### src/hw/rtl/pas_pkg.sv
// ----------------------------------------------------------------------------
// pas_pkg
// Shared types and codes of the periodic alarm scheduler.
// ----------------------------------------------------------------------------
package pas_pkg;

    localparam int DEF_ALARM_SLOTS = 16;
    localparam int DEF_MAX_FIRES   = 16;
    localparam int RESULT_CAP      = 16;
    localparam int TIME_W          = 64;
    localparam int HND_W           = 32;

    localparam logic [1:0] CMD_TICK     = 2'd0;
    localparam logic [1:0] CMD_SET_ONE  = 2'd1;
    localparam logic [1:0] CMD_SET_PER  = 2'd2;
    localparam logic [1:0] CMD_CANCEL   = 2'd3;

    localparam logic [1:0] ST_DONE      = 2'd0;
    localparam logic [1:0] ST_FIRED     = 2'd1;
    localparam logic [1:0] ST_NONE_DUE  = 2'd2;
    localparam logic [1:0] ST_REJECT    = 2'd3;

    // one slot record as kept in memory; period zero marks a one-shot
    typedef struct packed {
        logic [TIME_W-1:0] next_fire;
        logic [TIME_W-1:0] period;
        logic [HND_W-1:0]  handler;
    } alarm_rec_t;

    typedef struct packed {
        logic [1:0]        status;
        logic [3:0]        fired_slot;
        logic [TIME_W-1:0] fire_time;
        logic [HND_W-1:0]  fired_handler;
        logic              was_armed;
        logic              last;
    } result_t;

endpackage

### src/hw/rtl/pas_req_if.sv
// ----------------------------------------------------------------------------
// pas_req_if
// Request channel of the alarm scheduler: valid/ready plus command payload.
// ----------------------------------------------------------------------------
interface pas_req_if;
    logic        valid;
    logic        ready;
    logic [1:0]  command;
    logic [3:0]  slot;
    logic [63:0] now_time;
    logic [63:0] delay_or_start;
    logic [63:0] period_ticks;
    logic [31:0] handler_word;

    modport source (output valid, command, slot, now_time, delay_or_start,
                    period_ticks, handler_word, input ready);
    modport sink   (input valid, command, slot, now_time, delay_or_start,
                    period_ticks, handler_word, output ready);
endinterface

### src/hw/rtl/pas_rsp_if.sv
// ----------------------------------------------------------------------------
// pas_rsp_if
// Result channel of the alarm scheduler: valid/ready plus result payload.
// ----------------------------------------------------------------------------
interface pas_rsp_if;
    logic        valid;
    logic        ready;
    logic [1:0]  status;
    logic [3:0]  fired_slot;
    logic [63:0] fire_time;
    logic [31:0] fired_handler;
    logic        was_armed;
    logic        last;

    modport source (output valid, status, fired_slot, fire_time, fired_handler,
                    was_armed, last, input ready);
    modport sink   (input valid, status, fired_slot, fire_time, fired_handler,
                    was_armed, last, output ready);
endinterface

### src/hw/rtl/pas_ram.sv
// ----------------------------------------------------------------------------
// pas_ram
// Generic single-write, single-read RAM with registered read data.
// ----------------------------------------------------------------------------
module pas_ram #(
    parameter int WIDTH = 8,
    parameter int DEPTH = 16
) (
    input  logic                     clk,
    input  logic                     we,
    input  logic [$clog2(DEPTH)-1:0] waddr,
    input  logic [WIDTH-1:0]         wdata,
    input  logic [$clog2(DEPTH)-1:0] raddr,
    output logic [WIDTH-1:0]         rdata
);
    logic [WIDTH-1:0] mem [DEPTH];

    always_ff @(posedge clk)
    begin
        if (we)
        begin
            mem[waddr] <= wdata;
        end
        rdata <= mem[raddr];
    end
endmodule

### src/hw/rtl/periodic_alarm_scheduler.sv
// ----------------------------------------------------------------------------
// periodic_alarm_scheduler
// Bank of alarm slots: one-shot and periodic set, cancel, and a tick that
// fires due alarms earliest first.
// ----------------------------------------------------------------------------
// Usage:
//   req carries one request per handshake (valid & ready): tick, set
//   one-shot, set periodic, or cancel, each with the current time.
//   rsp returns one or more results per request; last marks the final one.
//   Slot records (next fire, period, handler) live in one RAM with a
//   registered read; armed bits sit in flip-flops.
// Sequencing:
//   set one-shot, cancel, rejected set: answered from S_RESP.
//   set periodic: when already started, runs the bit-serial 64-bit
//   remainder unit (one quotient bit per cycle) in S_DIV, then S_DWR.
//   tick: each firing costs one full RAM sweep, and a tick fires at most
//   min(MAX_FIRES,16) alarms.
//   One request is worked on at a time; req.ready is high while idle.
// Reset: all slots disarmed at once; the RAM needs no clearing pass.
// Stall: a held result stays in the output register; scans and the
//   division go on, but S_RESP, S_EMIT and S_FLUSH wait until it is free.
// ----------------------------------------------------------------------------
module periodic_alarm_scheduler
    import pas_pkg::*;
#(
    parameter int ALARM_SLOTS = DEF_ALARM_SLOTS,
    parameter int MAX_FIRES   = DEF_MAX_FIRES
) (
    input  logic       clk,
    input  logic       rst_n,
    pas_req_if.sink    req,
    pas_rsp_if.source  rsp
);
    localparam int SLOT_W = $clog2(ALARM_SLOTS);
    localparam int LIMIT  = (MAX_FIRES < RESULT_CAP) ? MAX_FIRES : RESULT_CAP;
    localparam int FIRE_W = $clog2(LIMIT + 1);
    localparam int REC_W  = $bits(alarm_rec_t);

    localparam logic [2:0] S_IDLE  = 3'd0;
    localparam logic [2:0] S_DIV   = 3'd1;
    localparam logic [2:0] S_DWR   = 3'd2;
    localparam logic [2:0] S_RESP  = 3'd3;
    localparam logic [2:0] S_SCAN  = 3'd4;
    localparam logic [2:0] S_EMIT  = 3'd5;
    localparam logic [2:0] S_FLUSH = 3'd6;

    logic [2:0]             state_reg, state_next;
    logic [ALARM_SLOTS-1:0] armed_reg, armed_next;

    // request context
    logic [3:0]        slot_reg, slot_next;
    logic [TIME_W-1:0] now_reg, now_next;
    logic [TIME_W-1:0] per_reg, per_next;
    logic [HND_W-1:0]  hnd_reg, hnd_next;
    logic [1:0]        rstat_reg, rstat_next;
    logic              was_reg, was_next;

    // remainder unit
    logic [TIME_W-1:0] dvd_reg, dvd_next;
    logic [TIME_W-1:0] rem_reg, rem_next;
    logic [5:0]        dcnt_reg, dcnt_next;

    // scan
    logic [SLOT_W:0]   scan_reg, scan_next;
    logic              rdv_reg, rdv_next;
    logic [SLOT_W-1:0] rdidx_reg, rdidx_next;
    logic              bestv_reg, bestv_next;
    logic [SLOT_W-1:0] bidx_reg, bidx_next;
    alarm_rec_t        best_reg, best_next;
    logic [FIRE_W-1:0] fires_reg, fires_next;
    logic              pendv_reg, pendv_next;
    result_t           pend_reg, pend_next;

    // output register
    logic              ovalid_reg, ovalid_next;
    result_t           out_reg, out_next;

    // RAM port
    logic              mem_we;
    logic [SLOT_W-1:0] mem_waddr;
    alarm_rec_t        mem_wdata;
    alarm_rec_t        mem_rdata;
    logic [REC_W-1:0]  mem_rbits;

    logic              out_free;
    logic              in_range;
    logic [SLOT_W-1:0] req_idx;
    logic [TIME_W:0]   div_sh;
    logic [TIME_W:0]   div_diff;

    pas_ram #(
        .WIDTH (REC_W),
        .DEPTH (ALARM_SLOTS)
    ) u_rec_ram (
        .clk   (clk),
        .we    (mem_we),
        .waddr (mem_waddr),
        .wdata (mem_wdata),
        .raddr (scan_reg[SLOT_W-1:0]),
        .rdata (mem_rbits)
    );

    assign mem_rdata = alarm_rec_t'(mem_rbits);
    assign out_free  = !ovalid_reg || rsp.ready;
    assign in_range  = 32'(req.slot) < ALARM_SLOTS;
    assign req_idx   = SLOT_W'(req.slot);
    assign req.ready = (state_reg == S_IDLE);

    assign div_sh   = {rem_reg, dvd_reg[TIME_W-1]};
    assign div_diff = div_sh - {1'b0, per_reg};

    assign rsp.valid         = ovalid_reg;
    assign rsp.status        = out_reg.status;
    assign rsp.fired_slot    = out_reg.fired_slot;
    assign rsp.fire_time     = out_reg.fire_time;
    assign rsp.fired_handler = out_reg.fired_handler;
    assign rsp.was_armed     = out_reg.was_armed;
    assign rsp.last          = out_reg.last;

    always_comb
    begin
        state_next  = state_reg;
        armed_next  = armed_reg;
        slot_next   = slot_reg;
        now_next    = now_reg;
        per_next    = per_reg;
        hnd_next    = hnd_reg;
        rstat_next  = rstat_reg;
        was_next    = was_reg;
        dvd_next    = dvd_reg;
        rem_next    = rem_reg;
        dcnt_next   = dcnt_reg;
        scan_next   = scan_reg;
        rdv_next    = 1'b0;
        rdidx_next  = rdidx_reg;
        bestv_next  = bestv_reg;
        bidx_next   = bidx_reg;
        best_next   = best_reg;
        fires_next  = fires_reg;
        pendv_next  = pendv_reg;
        pend_next   = pend_reg;
        ovalid_next = ovalid_reg && !rsp.ready;
        out_next    = out_reg;
        mem_we      = 1'b0;
        mem_waddr   = req_idx;
        mem_wdata   = '{next_fire: req.now_time + req.delay_or_start,
                        period: '0, handler: req.handler_word};

        case (state_reg)
            S_IDLE:
            begin
                if (req.valid)
                begin
                    slot_next  = req.slot;
                    now_next   = req.now_time;
                    per_next   = req.period_ticks;
                    hnd_next   = req.handler_word;
                    rstat_next = ST_DONE;
                    was_next   = 1'b0;
                    state_next = S_RESP;
                    case (req.command)
                        CMD_TICK:
                        begin
                            scan_next  = '0;
                            bestv_next = 1'b0;
                            fires_next = '0;
                            pendv_next = 1'b0;
                            state_next = S_SCAN;
                        end
                        CMD_SET_ONE:
                        begin
                            if (in_range)
                            begin
                                mem_we              = 1'b1;
                                armed_next[req_idx] = 1'b1;
                            end
                        end
                        CMD_SET_PER:
                        begin
                            if (req.period_ticks == '0)
                            begin
                                rstat_next = ST_REJECT;
                            end
                            else if (in_range)
                            begin
                                if (req.now_time < req.delay_or_start)
                                begin
                                    // not yet started: first fire is start
                                    mem_we              = 1'b1;
                                    mem_wdata.next_fire = req.delay_or_start;
                                    mem_wdata.period    = req.period_ticks;
                                    armed_next[req_idx] = 1'b1;
                                end
                                else
                                begin
                                    dvd_next   = req.now_time - req.delay_or_start;
                                    rem_next   = '0;
                                    dcnt_next  = '0;
                                    state_next = S_DIV;
                                end
                            end
                        end
                        default:
                        begin
                            if (in_range)
                            begin
                                was_next            = armed_reg[req_idx];
                                armed_next[req_idx] = 1'b0;
                            end
                        end
                    endcase
                end
            end

            S_DIV:
            begin
                // restoring step: one quotient bit, only the remainder is kept
                rem_next  = div_diff[TIME_W] ? div_sh[TIME_W-1:0]
                                             : div_diff[TIME_W-1:0];
                dvd_next  = {dvd_reg[TIME_W-2:0], 1'b0};
                dcnt_next = dcnt_reg + 6'd1;
                if (dcnt_reg == 6'd63)
                begin
                    state_next = S_DWR;
                end
            end

            S_DWR:
            begin
                // start + (q+1)*per == now - rem + per (mod 2^64)
                mem_we                          = 1'b1;
                mem_waddr                       = SLOT_W'(slot_reg);
                mem_wdata.next_fire             = now_reg - rem_reg + per_reg;
                mem_wdata.period                = per_reg;
                mem_wdata.handler               = hnd_reg;
                armed_next[SLOT_W'(slot_reg)]   = 1'b1;
                state_next                      = S_RESP;
            end

            S_RESP:
            begin
                if (out_free)
                begin
                    ovalid_next = 1'b1;
                    out_next    = '{status: rstat_reg, fired_slot: slot_reg,
                                    fire_time: '0, fired_handler: '0,
                                    was_armed: was_reg, last: 1'b1};
                    state_next  = S_IDLE;
                end
            end

            S_SCAN:
            begin
                if (scan_reg < (SLOT_W+1)'(ALARM_SLOTS))
                begin
                    rdv_next   = 1'b1;
                    rdidx_next = scan_reg[SLOT_W-1:0];
                    scan_next  = scan_reg + 1'b1;
                end
                if (rdv_reg)
                begin
                    if (armed_reg[rdidx_reg] && mem_rdata.next_fire <= now_reg &&
                        (!bestv_reg || mem_rdata.next_fire < best_reg.next_fire))
                    begin
                        bestv_next = 1'b1;
                        bidx_next  = rdidx_reg;
                        best_next  = mem_rdata;
                    end
                    if (rdidx_reg == SLOT_W'(ALARM_SLOTS - 1))
                    begin
                        state_next = S_EMIT;
                    end
                end
            end

            S_EMIT:
            begin
                if (out_free)
                begin
                    if (bestv_reg)
                    begin
                        // previous firing is not the final one
                        if (pendv_reg)
                        begin
                            ovalid_next = 1'b1;
                            out_next    = pend_reg;
                        end
                        pendv_next = 1'b1;
                        pend_next  = '{status: ST_FIRED, fired_slot: 4'(bidx_reg),
                                       fire_time: best_reg.next_fire,
                                       fired_handler: best_reg.handler,
                                       was_armed: 1'b0, last: 1'b0};
                        if (best_reg.period == '0)
                        begin
                            armed_next[bidx_reg] = 1'b0;
                        end
                        else
                        begin
                            mem_we              = 1'b1;
                            mem_waddr           = bidx_reg;
                            mem_wdata           = best_reg;
                            mem_wdata.next_fire = best_reg.next_fire + best_reg.period;
                        end
                        fires_next = fires_reg + 1'b1;
                        if (fires_reg == FIRE_W'(LIMIT - 1))
                        begin
                            state_next = S_FLUSH;
                        end
                        else
                        begin
                            scan_next  = '0;
                            bestv_next = 1'b0;
                            state_next = S_SCAN;
                        end
                    end
                    else
                    begin
                        ovalid_next = 1'b1;
                        if (pendv_reg)
                        begin
                            out_next      = pend_reg;
                            out_next.last = 1'b1;
                        end
                        else
                        begin
                            out_next = '{status: ST_NONE_DUE, fired_slot: '0,
                                         fire_time: '0, fired_handler: '0,
                                         was_armed: 1'b0, last: 1'b1};
                        end
                        state_next = S_IDLE;
                    end
                end
            end

            S_FLUSH:
            begin
                if (out_free)
                begin
                    ovalid_next   = 1'b1;
                    out_next      = pend_reg;
                    out_next.last = 1'b1;
                    state_next    = S_IDLE;
                end
            end

            default:
            begin
                state_next = S_IDLE;
            end
        endcase
    end

    always_ff @(posedge clk or negedge rst_n)
    begin
        if (!rst_n)
        begin
            state_reg  <= S_IDLE;
            armed_reg  <= '0;
            ovalid_reg <= 1'b0;
            rdv_reg    <= 1'b0;
            bestv_reg  <= 1'b0;
            pendv_reg  <= 1'b0;
            fires_reg  <= '0;
            scan_reg   <= '0;
            dcnt_reg   <= '0;
        end
        else
        begin
            state_reg  <= state_next;
            armed_reg  <= armed_next;
            ovalid_reg <= ovalid_next;
            rdv_reg    <= rdv_next;
            bestv_reg  <= bestv_next;
            pendv_reg  <= pendv_next;
            fires_reg  <= fires_next;
            scan_reg   <= scan_next;
            dcnt_reg   <= dcnt_next;
        end
    end

    always_ff @(posedge clk)
    begin
        slot_reg  <= slot_next;
        now_reg   <= now_next;
        per_reg   <= per_next;
        hnd_reg   <= hnd_next;
        rstat_reg <= rstat_next;
        was_reg   <= was_next;
        dvd_reg   <= dvd_next;
        rem_reg   <= rem_next;
        rdidx_reg <= rdidx_next;
        bidx_reg  <= bidx_next;
        best_reg  <= best_next;
        pend_reg  <= pend_next;
        out_reg   <= out_next;
    end
endmodule
### src/flat_wrapper.sv
// flat-port wrapper written by rule: the top's interface ports become plain ports
module periodic_alarm_scheduler_flat import pas_pkg::*;
#(
    parameter int ALARM_SLOTS = DEF_ALARM_SLOTS,
    parameter int MAX_FIRES   = DEF_MAX_FIRES
)
  (clk, rst_n, req_valid, req_command, req_slot, req_now_time, req_delay_or_start, req_period_ticks, req_handler_word, req_ready, rsp_valid, rsp_status, rsp_fired_slot, rsp_fire_time, rsp_fired_handler, rsp_was_armed, rsp_last, rsp_ready);
  pas_req_if req_i ();
  pas_rsp_if rsp_i ();
  input  logic clk;
  input  logic rst_n;
  input wire logic [$bits(req_i.valid)-1:0] req_valid;
  input wire logic [$bits(req_i.command)-1:0] req_command;
  input wire logic [$bits(req_i.slot)-1:0] req_slot;
  input wire logic [$bits(req_i.now_time)-1:0] req_now_time;
  input wire logic [$bits(req_i.delay_or_start)-1:0] req_delay_or_start;
  input wire logic [$bits(req_i.period_ticks)-1:0] req_period_ticks;
  input wire logic [$bits(req_i.handler_word)-1:0] req_handler_word;
  output wire logic [$bits(req_i.ready)-1:0] req_ready;
  output wire logic [$bits(rsp_i.valid)-1:0] rsp_valid;
  output wire logic [$bits(rsp_i.status)-1:0] rsp_status;
  output wire logic [$bits(rsp_i.fired_slot)-1:0] rsp_fired_slot;
  output wire logic [$bits(rsp_i.fire_time)-1:0] rsp_fire_time;
  output wire logic [$bits(rsp_i.fired_handler)-1:0] rsp_fired_handler;
  output wire logic [$bits(rsp_i.was_armed)-1:0] rsp_was_armed;
  output wire logic [$bits(rsp_i.last)-1:0] rsp_last;
  input wire logic [$bits(rsp_i.ready)-1:0] rsp_ready;
  assign req_i.valid = req_valid;
  assign req_i.command = req_command;
  assign req_i.slot = req_slot;
  assign req_i.now_time = req_now_time;
  assign req_i.delay_or_start = req_delay_or_start;
  assign req_i.period_ticks = req_period_ticks;
  assign req_i.handler_word = req_handler_word;
  assign req_ready = req_i.ready;
  assign rsp_valid = rsp_i.valid;
  assign rsp_status = rsp_i.status;
  assign rsp_fired_slot = rsp_i.fired_slot;
  assign rsp_fire_time = rsp_i.fire_time;
  assign rsp_fired_handler = rsp_i.fired_handler;
  assign rsp_was_armed = rsp_i.was_armed;
  assign rsp_last = rsp_i.last;
  assign rsp_i.ready = rsp_ready;
  periodic_alarm_scheduler #(.ALARM_SLOTS(ALARM_SLOTS), .MAX_FIRES(MAX_FIRES)) u_core (.clk(clk), .rst_n(rst_n), .req(req_i), .rsp(rsp_i));
endmodule
### config.mk
export PLATFORM = sky130hd
export DESIGN_NAME = periodic_alarm_scheduler_flat
export DESIGN_NICKNAME = d
export VERILOG_FILES = /design/src/hw/rtl/pas_pkg.sv /design/src/hw/rtl/pas_req_if.sv /design/src/hw/rtl/pas_rsp_if.sv /design/src/hw/rtl/pas_ram.sv /design/src/hw/rtl/periodic_alarm_scheduler.sv /design/src/flat_wrapper.sv
export SDC_FILE = /design/constraint.sdc
export NUM_CORES = 2
export LEC_CHECK = 0
export ABC_CLOCK_PERIOD_IN_PS = 31900
export BUFFER_PORTS_ARGS = -buffer_cell sky130_fd_sc_hd__buf_4
export CAP_MARGIN = 20
export CORE_MARGIN = 2
export CORE_UTILIZATION = 42
export DETAILED_ROUTE_END_ITERATION = 8
export PLACE_DENSITY = 0.63
export SLEW_MARGIN = 20
export SYNTH_ARGS = -nofsm -noshare
export SYNTH_HDL_FRONTEND = slang
export SYNTH_SLANG_ARGS = --single-unit
### constraint.sdc
create_clock -name clk -period 31.9 [get_ports clk]
set_input_delay 9.57 -clock clk [delete_from_list [all_inputs] [get_ports clk]]
set_output_delay 9.57 -clock clk [all_outputs]
set_load 0.05 [all_outputs]
==> results.ini <==
[route]
final_antenna_net_count = 0
wl_per_cell_um = 32.9
post-route-drc-count = 9
drtIter0Drc = 13300
vias_per_cell = 6.14
drt_first_pass_iters = 9
wl_mm = 487
vias = 90900

[timing]
fin_crit_ns = 15.97
max_slew_margin_pct = 13.8
tns_ns = 0
post-route-period-util_pct = 50.1
rsz0062_at_grt = false
slew_viol_final = 0
final-setup-viol-count = 0
clock-skew-final_ns = 0.118
finalHoldViolCount = 0
holdWs_ns = 0.340
max_clock_freq_mhz = 62.6
tightest_slew_ns = 1.29

[final_layout]
largest_reg_flops = 2560
final_common_cell = edfxtp_1
finalInstanceArea_um2 = 172000
final_util_pct = 47.9
drive_gt1_share_pct = 19.7
mostFrequentLayoutCells = edfxtp_1 (3,226), mux4_2 (810), inv_1 (576)
areaGrowthSynthToFinish_pct = 13.4
fin_nets = 10500

[floorplanning]
die_h_um = 605
core_um2 = 359000
chipWidth_um = 605
die-area_um2 = 366000
io_pins = 340
start_util_pct = 42.2
fp-row-count = 220

[setup_path]
crit_required_ns = 32.47
worstSetupStartpointType = input pin
critPathSlowestCell = nor2_4
cp_slowest_stage_delay_ns = 0.83
arrival_ns = 16.53
endpoint_kind = register
critPathKind = in2reg
cp_common_cell = buf_4
crit_fanout = 40
path_cells = buf_4, inv_1, ha_1, and3_1, a221oi_1, o21ai_1, a211oi_1, o21a_1, a21oi_1, nor2_1, o211ai_1, o21ai_0, nand2_1, nor2_4, buf_4, buf_4, buf_4

[worst_hold_path]
hold_class = reg2reg

[synth]
synth-seq-area-share_pct = 66.6
postSynthNetCount = 10000
synth-edff-count = 3226
yosys_register_bits = 3425
ys_warn_count = 0
syn_area_per_cell_um2 = 16.4
synthArstFlopShare_pct = 1.14
yosys.cell_types.count = 105
netlist_area_um2 = 152000
synthFlopType = edfxtp_1
synth_cells = 9255

[cts]
cts_resized = 0
cts_buffers = 352
cts.sinks = 3425
ctsHoldBuffers = 0
cts_tree = yes
clk_latency_ns = 0.98
cts.clk_slew.worst_paths_ns = 0.06
cts-htree-levels = 5
postCtsSetupRepairBufs = 0
cts_root_buffer = clkbuf_16
ctsLongestPathBuffers = 4

[pwr]
leakagePower_nw = 59.6
ir_worst_vdd_uv = 66.2
total_power_w = 0.0150
powerDensity_nw_per_um2 = 87.4

[global_routing]
grt_max_degree = 142
grt_pass1_vias = 88100
grt_pass1_wl_mm = 678
gr-total-overflow = 0
grt.total_usage_pct = 26.2
antenna_found_initial = 57

[flow_run]
drv_cap = 0

[placement]
portBuffers = 339
place_area_um2 = 160000
hpwl_mm = 334
finalWeightedCongestion = 1.01

[outcome]
violations = design-rule violations
run_status = finished, violations left

-- cell usage after synthesis, drive strengths merged (31+ instances only) --
cell / instances / area [um2]
xor2: 83 / 727
buf: 97 / 454
a21o: 191 / 1440
clkbuf: 338 / 1270
dfrtp: 39 / 976
dfxtp: 160 / 3200
inv: 579 / 2170
nor4: 64 / 400
mux2i: 66 / 661
and2: 127 / 795
a21oi: 515 / 2590
o211ai: 38 / 290
mux4: 810 / 18200
nand2: 374 / 1400
nor2b: 71 / 444
nand4: 124 / 776
a22oi: 43 / 323
o21a: 31 / 233
o21bai: 78 / 586
edfxtp: 3226 / 96900
fa: 67 / 1340
nor2: 356 / 1340
nand2b: 66 / 413
ha: 454 / 5680
nor3: 70 / 365
o31ai: 38 / 295
and3: 39 / 244
a222oi: 89 / 891
a211oi: 41 / 343
xnor2: 204 / 1790
o21ai: 311 / 1560
a31oi: 65 / 407
nand3: 81 / 405
-- power by group --
part           internal, W  switching, W
registers          0.00571      0.000523
logic              0.00184       0.00285
clock network      0.00235       0.00176
-- worst paths after layout --
check | endpoint | from | cells after the start | slack [ns]
min in group asynchronous | u_core.dcnt_reg[2]$_DFFE_PN0P_ | rst_n | 1 | 8.65
worst min register to register | u_core.best_reg[93]$_DFFE_PP_ | u_core.u_rec_ram.rdata[93]$_DFF_P_ | 0 | 0.34
worst min-delay path | u_core.best_reg[93]$_DFFE_PP_ | u_core.u_rec_ram.rdata[93]$_DFF_P_ | 0 | 0.34
max in group asynchronous | u_core.scan_reg[0]$_DFFE_PN0P_ | rst_n | 1 | 22.76
worst max register to register | u_core.u_rec_ram.mem[6][40]$_DFFE_PP_ | u_core.best_reg[35]$_DFFE_PP_ | 14 | 23.96
worst max-delay path | u_core.u_rec_ram.mem[6][40]$_DFFE_PP_ | req_delay_or_start[31] | 17 | 15.93
-- per-layer routing --
metal	track usage [%]	vias to the layer above	part of all wire (%)
li1	-	37600	-
met1	37.8	47600	42
met2	37.7	5020	43
met3	8.07	689	12
met4	8.48	30	3.5
met5	0	-	0.084
-- per-stage QoR --
step                worst slack [ns]  instances
floorplan                      10.20       9255
global placement               15.10      14100
detailed placement             15.06      14100
CTS                            16.06      14800
global route                   15.77      14800
finish                         15.93      14800
-- final cells by class --
| class | instances | area [um2] |
|---|---|---|
| clock buffer | 477 | 9690 |
| timing repair buffer | 528 | 4140 |
| inverter | 580 | 2190 |
| multi-input combinational | 4815 | 47100 |
| sequential | 3425 | 101000 |
| antenna | 29 | 72.6 |
| clock inverter | 177 | 1810 |
| fill | 30100 | 187000 |
| tap | 4773 | 5970 |
-- worst max-delay path: cells and delay by family --
| family | cells | cell delay [ns] |
|---|---|---|
| buffers and inverters | 5 | 2.31 |
| AO/OA/AOI/OAI | 7 | 2.27 |
| AND/OR/NAND/NOR | 4 | 1.73 |
| adder cells (fa/ha/maj) | 1 | 0.49 |
-- logic make-up (layout without fill, tap and decap cells) --
kind of cell / count (synthesis) / count (layout) / synth area share (%)
fa+ha+maj: 521 / 521 / 4.63
buf+inv: 1015 / 1762 / 2.57
other cells: 0 / 29 / 0
mux: 880 / 880 / 12.5
xor+xnor: 287 / 287 / 1.66
simple gates: 1449 / 1449 / 4.71
flops: 3425 / 3425 / 66.6
compound gates: 1678 / 1678 / 7.32
No activity file was read; power rests on OpenSTA's default activity.
